===== src/sv/srlq_tag_ram.sv =====
// tag store: one write port, one registered read port
module srlq_tag_ram #(
   parameter int DEPTH = 256,
   parameter int AW    = 8
) (
   input  logic          clock,
   input  logic          wr_en,
   input  logic [AW-1:0] wr_addr,
   input  logic [15:0]   wr_data,
   input  logic          rd_en,
   input  logic [AW-1:0] rd_addr,
   output logic [15:0]   rd_data
);
   logic [15:0] mem [DEPTH];
   logic [15:0] rd_data_ff;

   // write port
   always_ff @(posedge clock) begin
      if (wr_en) begin
         mem[wr_addr] <= wr_data;
      end
   end

   // read port
   always_ff @(posedge clock) begin
      if (rd_en) begin
         rd_data_ff <= mem[rd_addr];
      end
   end

   assign rd_data = rd_data_ff;
endmodule


===== config.mk =====
export PLATFORM = sky130hd
export DESIGN_NAME = srlq_tag_ram
export DESIGN_NICKNAME = d
export VERILOG_FILES = /design/src/sv/srlq_tag_ram.sv
export SDC_FILE = /design/constraint.sdc
export NUM_CORES = 2
export LEC_CHECK = 0
export ABC_CLOCK_PERIOD_IN_PS = 3160
export BUFFER_PORTS_ARGS = -buffer_cell sky130_fd_sc_hd__buf_2
export CAP_MARGIN = 20
export CORE_UTILIZATION = 50
export CTS_CLUSTER_SIZE = 16
export DETAILED_ROUTE_END_ITERATION = 10
export GPL_TIMING_DRIVEN = 1
export PLACE_DENSITY_LB_ADDON = 0.05
export SYNTH_ARGS = -nofsm -noshare
export SYNTH_HDL_FRONTEND = slang
export SYNTH_SLANG_ARGS = --single-unit
export TNS_END_PERCENT = 50

===== constraint.sdc =====
create_clock -name clock -period 3.16 [get_ports clock]
set_input_delay 0.632 -clock clock [delete_from_list [all_inputs] [get_ports clock]]
set_output_delay 0.632 -clock clock [all_outputs]
set_load 0.005 [all_outputs]

==> summary.txt <==
Place
  – Buffers on Ports: 50
  – HPWL Detailed: 280,400 um
  – Setup WS pre-CTS: -1.314 ns
  – Post-DP Area: roughly 170,000 um^2
  – GP Congestion: ~0.86

Critical path
  – Crit Path Class: input port to flop
  – R2R Path End: rd_data[13]
  – CP startpoint kind: input port
  – WP data arrival: roughly 4 ns
  – CP endpoint: rd_data[3]
  – Critical path required time: ~4 ns
  – R2R Setup Slk: about 0.16 ns
  – Critical Path Sink Type: flop
  – Worst R2R Path Depth: 6
  – Critical Path Start: rd_addr[1]
  – Reg-to-Reg Start: mem[55][13]
  – Crit-path max FO: 36

Die
  – Die area: between 300,000 and 400,000 um^2
  – I/O Pins: just over 50
  – Die Ht: about 570 um
  – Chip width: roughly 570 um
  – Initial Util: roughly half
  – FP Rows: 206
  – Core area: 315,500 um^2

Global route
  – Overall Global Routing Usage: ~28%
  – GR Overflow Total: 0
  – First-pass GRT wire length: a little over 600,000 um
  – Pin count of the biggest net entering global routing: 109
  – Initial antenna violation count: 41
  – Vias in the first global route: roughly 80,000

Timing
  – Final WS setup: -0.04405 ns
  – Tcrit/Tclk final: 101.4%
  – Worst rel slew slack: between 20 and 25%
  – Setup violations, final: 2
  – Post-Route Skew: 0.04734 ns
  – Fmax: around 0.31 GHz
  – RSZ-0062 raised after global routing: yes
  – Post-layout minimum cycle time: 3.204 ns
  – Final Hold Fails: 0
  – Worst hold margin: approximately 0.074 ns
  – Max Slew Vio Count: 0
  – Slew @ Worst Pin: around 1.2 ns

Clock network
  – CTS sink cnt: 4,112
  – Clk_lat worst skew: between 0.9 and 1 ns
  – CTS root buf: clkbuf_16
  – # Post-CTS Setup Buffers: 0
  – H-tree depth: 5
  – CTS tree: done
  – Num CTS Buffers: 419
  – CTS clk-pin slew, worst paths: 0.06 ns
  – Max clock buf depth: 4

Detailed routing
  – DRC violations left: 0
  – Overall routed net length: between 400,000 and 500,000 um
  – Iter 0 DRT Violations: 9,937
  – Antenna Violating Nets Remaining: 0
  – Via count: 80,610
  – DR vias/cell: 6.266
  – Routed length per instance: around 34 um
  – DR pass1 iterations: 6

Logic synthesis
  – Sequential share of the synthesized area: ~78%
  – Post-synth EDFFs: 4,112
  – Cell taking the most area after synthesis: edfxtp_1
  – Avg Cell Area, Syn: ~22 um^2
  – Share of the synthesized area in the top cell type: 77.72%
  – Async S/R FF share, synth: 0%
  – Synth Cell Area: 158,900 um^2
  – Unique masters post-synth: 51
  – Yosys warns: 0
  – Post-Syn Nets: ~7,400
  – Synth Register Bits: 4,112
  – Mapped Cells: between 7,000 and 8,000
  – Area contributors post-synth: edfxtp_1 78%, mux4_2 11%, mux2i_1 3.6%
  – Primary FF master, synth: edfxtp_1

Layout
  – Final nets: 8,381
  – Fin area: 184,800 um^2
  – Commonest non-fill, non-tap cells in the layout: 4,112 x edfxtp_1, 815 x buf_4, 797 x mux4_2
  – Fillers: between 20,000 and 25,000
  – Core Util, Final: between 50% and 60%
  – Most common cell after layout, fill and taps aside: edfxtp_1
  – Fraction of layout instances using a drive strength above 1: a little under a third
  – Area Growth Syn to Fin: 16.33%

Power
  – Cell leakage power: between 50 and 60 nW
  – Post-layout power: 114.8 mW
  – Peak supply drop: between 0.0005 and 0.0006 V
  – Cell Pwr Density: roughly 620 nW/um^2

Hold path
  – Min-Delay Path Class: input port to flop

Run
  – MaxCap Viol Count: 0

Outcome
  – Outcome: finished, violations left
  – Failing checks: setup timing
flip-flops by register name, indices dropped and copies added (netlist names):
signal and cells:
mem 4096, rd_data 16
repair_timing:
| item | CTS | global route |
|---|---|---|
| pin swaps | 1 | 4 |
| hold buffers | 1 | 0 |
| hold endpoints to repair | 12 | 0 |
| setup endpoints to repair | 5 | 8 |
| gates resized for setup | 6 | 15 |
cells in the mapped netlist (4+ instances only):
library cell / count
o22ai_1: 148
nor4_1: 17
a31oi_1: 6
buf_1: 27
buf_4: 26
nor3_1: 92
o221ai_1: 252
buf_8: 11
a221oi_1: 28
mux2i_1: 565
buf_6: 77
and3_1: 11
a21oi_1: 175
mux2_2: 88
nor2b_1: 9
a22oi_1: 43
buf_2: 76
a22o_1: 32
mux4_2: 797
a2111oi_0: 6
o21ai_0: 37
a211oi_1: 18
o32ai_1: 20
nand3_1: 35
or2_2: 4
clkbuf_1: 230
edfxtp_1: 4112
nor2_1: 304
nand4_1: 26
nand2_1: 38
buf_12: 5
o31ai_1: 16
layout make-up:
class,instances,area [um^2],share of cell area [%]
sequential,4112,123500,66.81
tap,4160,5205,2.816
inverter,4,27.53,0.01489
timing repair buffer,1017,9612,5.201
clock inverter,253,2191,1.185
antenna,14,35.03,0.01896
clock buffer,513,11070,5.991
multi-input combinational,2792,33190,17.96
per-stage QoR:
stage | instances | setup TNS [ns]
after floorplan | 7360 | 0
after global placement | 12080 | -14.83
after detailed placement | 12080 | -14.27
after CTS | 12850 | 0
after global routing | 12860 | 0
final | 12870 | -0.06453
cell families after synthesis:
family | synth area share [%]
buffers and inverters | 1.692
AO/OA/AOI/OAI | 3.534
AND/OR/NAND/NOR | 1.573
multiplexers | 15.48
flip-flops | 77.72
where the power goes:
part	leakage, nW	internal [mW]	switching, mW
Combinational	16.4	2.40	3.97
Clock	6.51	27.7	20.5
Sequential	37.0	60.2	0.0720
routing by layer:
metal	track usage, %	wire length (um)	up-vias
met5	0	104	-
met4	7.698	12820	16
met3	4.429	34290	615
met2	43.90	210800	3315
met1	40.71	185800	43330
li1	-	-	33340
critical path: stages:
cell and delay (ns):
buf_8 0.15, or2_4 0.42, buf_4 0.23, buf_4 0.17, buf_12 0.17, buf_4 0.22, o221ai_1 0.15, buf_4 0.17
o22ai_1 0.09, o21ai_1 0.32, buf_4 0.20, nand4_1 0.53, nor4_1 0.37
worst min path at each step:
stage                           start            to  slack, ns  cells after the start
final                     wr_data[14]  mem[237][14]       0.07                      1
after global routing      wr_data[14]  mem[237][14]       0.04                      1
after CTS                 wr_data[14]  mem[237][14]       0.01                      1
after detailed placement  wr_data[14]   mem[84][14]       1.03                      1
after global placement    wr_data[12]  mem[230][12]       1.03                      1
after floorplan            wr_data[0]     mem[0][0]       0.73                      0
No activity file was read; power rests on OpenSTA's default activity.
