<file path="src/sv/srlq_pkg.sv">
// shared types, codes and time helpers for the station rate limit queue
package srlq_pkg;

   // verdict codes
   localparam logic [2:0] VERDICT_QUEUED   = 3'd0;
   localparam logic [2:0] VERDICT_FAST     = 3'd1;
   localparam logic [2:0] VERDICT_RATE     = 3'd2;
   localparam logic [2:0] VERDICT_FULL     = 3'd3;
   localparam logic [2:0] VERDICT_DISABLED = 3'd4;
   localparam logic [2:0] VERDICT_RELEASED = 3'd5;

   // register indexes
   localparam logic [2:0] REG_ENABLE        = 3'd0;
   localparam logic [2:0] REG_QUEUE_LIMIT   = 3'd1;
   localparam logic [2:0] REG_BATCH_SIZE    = 3'd2;
   localparam logic [2:0] REG_PACKET_GAP_US = 3'd3;
   localparam logic [2:0] REG_WAKE_GAP_US   = 3'd4;
   localparam logic [2:0] REG_RATE_SCALED   = 3'd5;
   localparam logic [2:0] REG_PASS_SIZE     = 3'd6;
   localparam logic [2:0] REG_PRIORITY_CODE = 3'd7;

   // access classes and traffic ids
   localparam logic [1:0] AC_VIDEO  = 2'd2;
   localparam logic [1:0] AC_VOICE  = 2'd3;
   localparam logic [2:0] TID_VIDEO = 3'd5;
   localparam logic [2:0] TID_VOICE = 3'd6;
   localparam logic [2:0] TID_NONE  = 3'd0;

   localparam logic [6:0] BATCH_MAX    = 7'd64;
   localparam logic [33:0] USEC_PER_SEC = 34'd1000000;
   localparam logic [19:0] USEC_MAX     = 20'hFFFFF;
   localparam int PROD_W = 36;

   typedef struct packed {
      logic        kind;
      logic [15:0] packet_tag;
      logic [15:0] pkt_len;
      logic [31:0] now_sec;
      logic [19:0] now_usec;
   } req_item_type;

   typedef struct packed {
      logic [2:0]  verdict;
      logic        wake_service;
      logic [1:0]  access_class;
      logic [2:0]  traffic_id;
      logic [15:0] released_tag;
      logic [8:0]  queue_depth;
      logic        last;
   } rsp_item_type;

   // policer timing registers
   typedef struct packed {
      logic [19:0] packet_gap_us;
      logic [19:0] wake_gap_us;
      logic [19:0] rate_scaled;
   } pol_cfg_type;

   // policer sequencing
   typedef struct packed {
      logic step1;
      logic step2;
   } pol_ctl_type;

   // elapsed microseconds with one wrap of the second
   function automatic logic signed [21:0] usec_since(input logic [19:0] now_v,
                                                     input logic [19:0] then_v);
      logic signed [21:0] d;
      d = $signed({2'b00, now_v}) - $signed({2'b00, then_v});
      if (now_v < then_v) begin
         d = d + 22'sd1000000;
      end
      return d;
   endfunction

   // one wrap of the second, then saturate
   function automatic logic [19:0] wrap_sat(input logic [33:0] u);
      logic [33:0] w;
      w = (u >= USEC_PER_SEC) ? (u - USEC_PER_SEC) : u;
      return (w > 34'(USEC_MAX)) ? USEC_MAX : w[19:0];
   endfunction

   // saturate only
   function automatic logic [19:0] usec_sat(input logic [33:0] u);
      return (u > 34'(USEC_MAX)) ? USEC_MAX : u[19:0];
   endfunction

endpackage

</file>
<file path="src/sv/srlq_policer.sv">
// wake timer and two-stage station policer with its timestamps
module srlq_policer #(
   parameter int SCALE_SHIFT = 8
) (
   input  logic                 clock,
   input  logic                 reset,
   input  srlq_pkg::pol_ctl_type  ctl,
   input  srlq_pkg::pol_cfg_type  cfg,
   input  srlq_pkg::req_item_type item,
   output logic                 wake,
   output logic                 drop
);
   import srlq_pkg::*;

   logic        first_seen_ff, first_seen_in;
   logic [31:0] wake_sec_ff, wake_sec_in;
   logic [19:0] wake_usec_ff, wake_usec_in;
   logic        wake_ff, wake_in;
   logic [31:0] station_sec_ff, station_sec_in;
   logic [19:0] station_usec_ff, station_usec_in;
   logic        gap_fail_ff, gap_fail_in;
   logic [19:0] gu_ff, gu_in;
   logic [PROD_W-1:0] prod_ff, prod_in;

   logic signed [21:0] wake_el, gap_el, rate_el;
   logic        st_zero, in_win, rate_fail, rate_on;
   logic [33:0] add, win_sum, stale_sum;
   logic [PROD_W-1:0] el_scaled;

   // first stage: wake decision, spacing test, byte budget product
   always_comb begin
      first_seen_in = first_seen_ff;
      wake_sec_in   = wake_sec_ff;
      wake_usec_in  = wake_usec_ff;
      wake_in       = wake_ff;
      gap_fail_in   = gap_fail_ff;
      gu_in         = gu_ff;
      prod_in       = prod_ff;
      wake_el = usec_since(item.now_usec, wake_usec_ff);
      gap_el  = usec_since(item.now_usec, station_usec_ff);
      if (ctl.step1) begin
         if (!first_seen_ff) begin
            first_seen_in = 1'b1;
            wake_sec_in   = item.now_sec;
            wake_usec_in  = item.now_usec;
            wake_in       = 1'b1;
         end else if (wake_el >= $signed({2'b00, cfg.wake_gap_us})) begin
            wake_usec_in = item.now_usec;
            wake_in      = 1'b1;
         end else begin
            wake_in = 1'b0;
         end
         if (cfg.packet_gap_us != 20'd0) begin
            gap_fail_in = gap_el < $signed({2'b00, cfg.packet_gap_us});
            gu_in = wrap_sat(34'(station_usec_ff) + 34'(cfg.packet_gap_us));
         end else begin
            gap_fail_in = 1'b0;
            gu_in       = station_usec_ff;
         end
         prod_in = PROD_W'(cfg.rate_scaled) * PROD_W'(item.pkt_len);
      end
   end

   // second stage: byte budget test and station time update
   always_comb begin
      st_zero   = station_sec_ff == 32'd0;
      rate_on   = cfg.rate_scaled != 20'd0;
      in_win    = (station_sec_ff == item.now_sec) ||
                  (((item.now_sec - station_sec_ff) == 32'd1) && (item.now_usec < gu_ff));
      rate_el   = usec_since(item.now_usec, gu_ff);
      el_scaled = PROD_W'(rate_el[20:0]) << SCALE_SHIFT;
      rate_fail = rate_el[21] || (el_scaled < prod_ff);
      add       = 34'(prod_ff >> SCALE_SHIFT);
      win_sum   = 34'(gu_ff) + add;
      stale_sum = 34'(item.now_usec) + add;
      drop      = !st_zero && (gap_fail_ff || (rate_on && in_win && rate_fail));
      station_sec_in  = station_sec_ff;
      station_usec_in = station_usec_ff;
      if (ctl.step2) begin
         if (st_zero) begin
            station_sec_in  = wake_sec_ff;
            station_usec_in = wake_usec_ff;
         end else if (!gap_fail_ff) begin
            if (!rate_on) begin
               station_usec_in = gu_ff;
            end else if (in_win) begin
               if (rate_fail) begin
                  station_usec_in = gu_ff;
               end else begin
                  station_usec_in = wrap_sat(win_sum);
                  if (win_sum >= USEC_PER_SEC) begin
                     station_sec_in = item.now_sec;
                  end
               end
            end else begin
               station_sec_in  = item.now_sec - 32'd1;
               station_usec_in = usec_sat(stale_sum);
            end
         end
      end
   end

   // timestamp registers
   always_ff @(posedge clock) begin
      if (reset) begin
         first_seen_ff   <= 1'b0;
         wake_sec_ff     <= '0;
         wake_usec_ff    <= '0;
         wake_ff         <= 1'b0;
         station_sec_ff  <= '0;
         station_usec_ff <= '0;
      end else begin
         first_seen_ff   <= first_seen_in;
         wake_sec_ff     <= wake_sec_in;
         wake_usec_ff    <= wake_usec_in;
         wake_ff         <= wake_in;
         station_sec_ff  <= station_sec_in;
         station_usec_ff <= station_usec_in;
      end
   end

   // intermediate values between the stages
   always_ff @(posedge clock) begin
      gap_fail_ff <= gap_fail_in;
      gu_ff       <= gu_in;
      prod_ff     <= prod_in;
   end

   assign wake = wake_ff;
endmodule

</file>
<file path="config.mk">
export PLATFORM = sky130hd
export DESIGN_NAME = srlq_policer
export DESIGN_NICKNAME = d
export VERILOG_FILES = /design/src/sv/srlq_pkg.sv /design/src/sv/srlq_policer.sv
export SDC_FILE = /design/constraint.sdc
export NUM_CORES = 2
export LEC_CHECK = 0
export ABC_AREA = 1
export BUFFER_PORTS_ARGS = -buffer_cell sky130_fd_sc_hd__buf_2
export CAP_MARGIN = 0
export CORE_MARGIN = 5
export CORE_UTILIZATION = 35
export CTS_BUF_LIST = sky130_fd_sc_hd__clkbuf_4
export CTS_CLUSTER_SIZE = 24
export DETAILED_ROUTE_END_ITERATION = 6
export GPL_TIMING_DRIVEN = 1
export REMOVE_ABC_BUFFERS = 1
export SKIP_CTS_REPAIR_TIMING = 1
export SLEW_MARGIN = 20
export SYNTH_ARGS = -nofsm -noshare
export SYNTH_HDL_FRONTEND = slang
export SYNTH_SLANG_ARGS = --single-unit
</file>
<file path="constraint.sdc">
create_clock -name clock -period 13.7 [get_ports clock]
set_input_delay 1.37 -clock clock [delete_from_list [all_inputs] [get_ports clock]]
set_output_delay 1.37 -clock clock [all_outputs]
set_load 0.05 [all_outputs]
</file>
==> flow_metrics.py <==
metrics = {
    "placed_design": {
        "io_buffers": 133,
        "hpwl_um": 81700,
        "gp_congestion": 0.943,
    },
    "timing": {
        "rsz0062_at_grt": "no",
        "clock.fmax_ghz": 0.126,
        "worstMarginPinSlew_ns": 1.00,
        "fin_crit_ns": 7.91,
        "slew_viol_final": 0,
        "maxSlewHeadroom": 0.330,
        "fin_skew_ns": 0.0368,
        "setup_tns_ns": 0,
        "setup_violations": 0,
        "hold_viol_final": 0,
        "min_period_over_period": 0.578,
    },
    "grt": {
        "grt_antenna_before_repair": 2,
        "grt_overflow": 0,
        "first_global_vias": 30200,
        "grt_max_degree": 66,
        "groute.usage.overall": 0.202,
        "grt_pass1_wl_um": 162000,
    },
    "worst_setup_path": {
        "cp-end-kind": "output pin",
        "critPathLaunchType": "primary input",
        "path_class": "in2out",
        "r2r_cells": 26,
        "r2r_end": "station_sec_ff[5]",
        "reg2reg_from": "gu_ff[0]",
        "crit_fanout": 17,
        "cp.required_ns": 12.33,
        "worstPathArrival_ns": 6.54,
        "reg2reg_slack_ns": 6.99,
    },
    "pwr": {
        "switching_share": 0.570,
        "peakVddDrop_v": 0.000186,
        "p_switching_mw": 4.83,
        "power.leakage_nw": 18.8,
        "power_density_nw_per_um2": 244,
        "seqPwrFrac": 0.127,
        "total_power_mw": 8.46,
        "p_int_mw": 3.63,
        "power.share.clock": 0.038,
        "power_frac_comb": 0.835,
    },
    "floorplan": {
        "die_y_um": 316,
        "design.core.area_sq_um": 93000,
        "rows": 112,
        "initial_core_util": 0.351,
        "dieArea_sq_um": 99600,
        "num_io_pins": 151,
        "die_x_um": 316,
    },
    "drt": {
        "viasPerCell": 4.99,
        "ant_nets": 0,
        "num_vias": 31600,
        "detail_route.first_pass.iterations": 6,
        "drt-total-wl_um": 102000,
        "drt-initial-drc-count": 2507,
        "wl_per_cell_um": 16.2,
        "drc": 0,
    },
    "synth": {
        "syn_area_sq_um": 32700,
        "ys_ff_latch": 163,
        "synth_cell_types": 64,
        "synthTopCellsByArea": "nand2_1 (17%), fa_1 (16%), ha_1 (13%), inv_1 (11%), dfxtp_1 (6.5%)",
        "yosys_warnings": 0,
        "synth_seq_area_share": 0.117,
        "syn_avg_cell_area_sq_um": 6.47,
        "synth_top_cell_by_area": "nand2_1",
        "yosys.area.top_type_share": 0.167,
        "synthCells": 5046,
    },
    "cells_and_area": {
        "syn2layout_area_growth_pct": 6.12,
        "layout.nets": 5788,
        "fin_util": 0.373,
        "fill_cells": 10200,
        "drive_gt1_frac": 0.0616,
    },
    "min_path": {
        "hold_end": "first_seen_ff",
        "worstHoldStart": "first_seen_ff",
        "holdPathStages": 2,
        "hold_class": "reg2reg",
    },
    "cts": {
        "path_clk_slew_ns": 0.17,
        "worstSkewPairLatency_ns": 0.72,
        "cts_tree": "done",
        "clockBufferDepth": 2,
        "cts-buffers-inserted": 17,
        "htree_levels": 4,
        "clock-root-buffer": "clkbuf_4",
        "clkSinkCount": 163,
    },
    "job": {
        "maxCapViolations": 0,
    },
    "outcome": {
        "outcome": "completed",
    },
}
==> how the worst max path moves through the flow <==
stage	startpoint	cells past startpoint	endpoint	slack, ns
6_report	item[0]	27	drop	5.79
4_1_cts	item[2]	29	drop	5.59
5_1_grt	item[0]	30	drop	5.45
3_3_place_gp	item[6]	31	drop	5.64
3_5_place_dp	item[2]	29	drop	5.60
2_1_floorplan	cfg[8]	26	prod_ff[35]	6.82
==> cell type report <==
| class | instances | area (sq um) | area share |
|---|---|---|---|
| Timing Repair Buffer | 151 | 801 | 0.0231 |
| Inverter | 936 | 3510 | 0.101 |
| Tap cell | 1254 | 1570 | 0.0453 |
| Sequential cell | 163 | 3830 | 0.111 |
| Clock buffer | 17 | 128 | 0.00368 |
| Multi-Input combinational cell | 3786 | 24700 | 0.711 |
| Clock inverter | 15 | 168 | 0.00484 |
| Antenna cell | 2 | 5.00 | 0.000144 |
==> flip-flops by register name (all words and copies together), names as in the netlist <==
signal           flops
prod_ff             36
station_sec_ff      32
wake_sec_ff         32
gu_ff               20
station_usec_ff     20
wake_usec_ff        20
first_seen_ff        1
gap_fail_ff          1
wake                 1
==> cell usage in the layout (no fill, tap or decap), types with 10 or more instances in the layout <==
| cell | count |
|---|---|
| nand2_1 | 1455 |
| inv_1 | 916 |
| nor2_1 | 399 |
| a21oi_1 | 336 |
| ha_1 | 327 |
| nand3_1 | 278 |
| fa_1 | 257 |
| xor2_1 | 159 |
| buf_2 | 133 |
| o21ai_0 | 128 |
| dfxtp_1 | 106 |
| nand4_1 | 78 |
| edfxtp_1 | 57 |
| xnor2_1 | 53 |
| nor3_1 | 37 |
| nand3_2 | 33 |
| nor4_1 | 26 |
| nand2_2 | 24 |
| o21bai_1 | 18 |
| buf_4 | 18 |
| nor2_2 | 17 |
| inv_2 | 17 |
| clkbuf_4 | 17 |
| a21o_1 | 16 |
| a31oi_1 | 16 |
| mux2i_1 | 15 |
| nand3b_1 | 10 |
==> per-layer routing <==
metal  part of all wire  wire length, um  up-vias  global-route usage
met1               0.46            47400    14700               0.282
met4              0.025             2540        0              0.0528
li1                   -                -    15800                   -
met5                  0                0        -                   0
met2               0.45            46100      963               0.332
met3              0.062             6310      142              0.0240
==> through the flow <==
| step | std cells | hold WS (ns) | area [sq um] | setup slack (ns) |
|---|---|---|---|---|
| floorplan | 4885 | 0.435 | 32000 | 6.82 |
| global placement | 6290 | 0.467 | 34400 | 5.64 |
| detailed placement | 6290 | 0.473 | 34400 | 5.60 |
| CTS | 6322 | 0.496 | 34700 | 5.59 |
| global route | 6324 | 0.517 | 34700 | 5.45 |
| finish | 6324 | 0.493 | 34700 | 5.79 |
==> cell families (layout without fill, tap and decap cells) <==
group | count (synthesis) | in the layout | share of synthesized area
buffers and inverters | 1097 | 1119 | 0.128
and+or+nand+nor | 2396 | 2396 | 0.312
muxes | 15 | 15 | 0.00460
AOI/OAI and AO/OA | 578 | 578 | 0.0974
other | 0 | 2 | 0
xor gates and xnor gates | 213 | 213 | 0.0573
DFF | 163 | 163 | 0.117
adders and majority gates | 584 | 584 | 0.283
==> power groups by stage <==
stage | Clock, mW | Combinational, mW | Sequential (mW)
after global routing | 0.352 | 8.13 | 1.08
after detailed placement | 0 | 7.03 | 1.08
after CTS | 0.340 | 7.08 | 1.07
after floorplan | 0 | 5.50 | 0.948
after global placement | 0 | 6.95 | 1.08
final | 0.326 | 7.06 | 1.07
==> cell usage after synthesis (all sizes together) <==
cell type  count
a31oi         16
o2111ai        2
and3           2
dfxtp        106
buf           41
o21bai        19
nand2       1483
nor2         422
fa           257
o21ai        139
a21o          16
edfxtp        57
nor3b          4
nand3b        10
clkbuf       120
nand4         80
mux2i         15
a221oi         2
or2            8
xor2         160
a211oi         8
nand3        312
o211ai         9
o21a           5
xnor2         53
o31ai          3
a31o           2
nor3          42
inv          933
ha           327
o211a          2
and2           6
o22ai          1
o221ai         3
a21boi         9
nor4          27
clkinv         3
a21oi        342
==> critical path, cell delays in order <==
cell and delay [ns]:
buf_2 0.18, inv_1 0.18, ha_1 0.27, fa_1 0.45, o21ai_1 0.42, a21o_1 0.18, xor2_1 0.32, nor2_1 0.15
nand3_1 0.09, nand2_1 0.13, a21oi_1 0.23, o211ai_1 0.15, o31ai_1 0.36, nand2_1 0.11, ha_1 0.32, nand2_1 0.08
nor2_1 0.04, a211oi_1 0.28, nand2_1 0.14, nand2_1 0.07, nand2_1 0.04, nand2_1 0.05, nor2_1 0.05, nand3_2 0.35
nand4_1 0.15, nand2_1 0.07, buf_2 0.30
(Power assumes the default switching activity.)
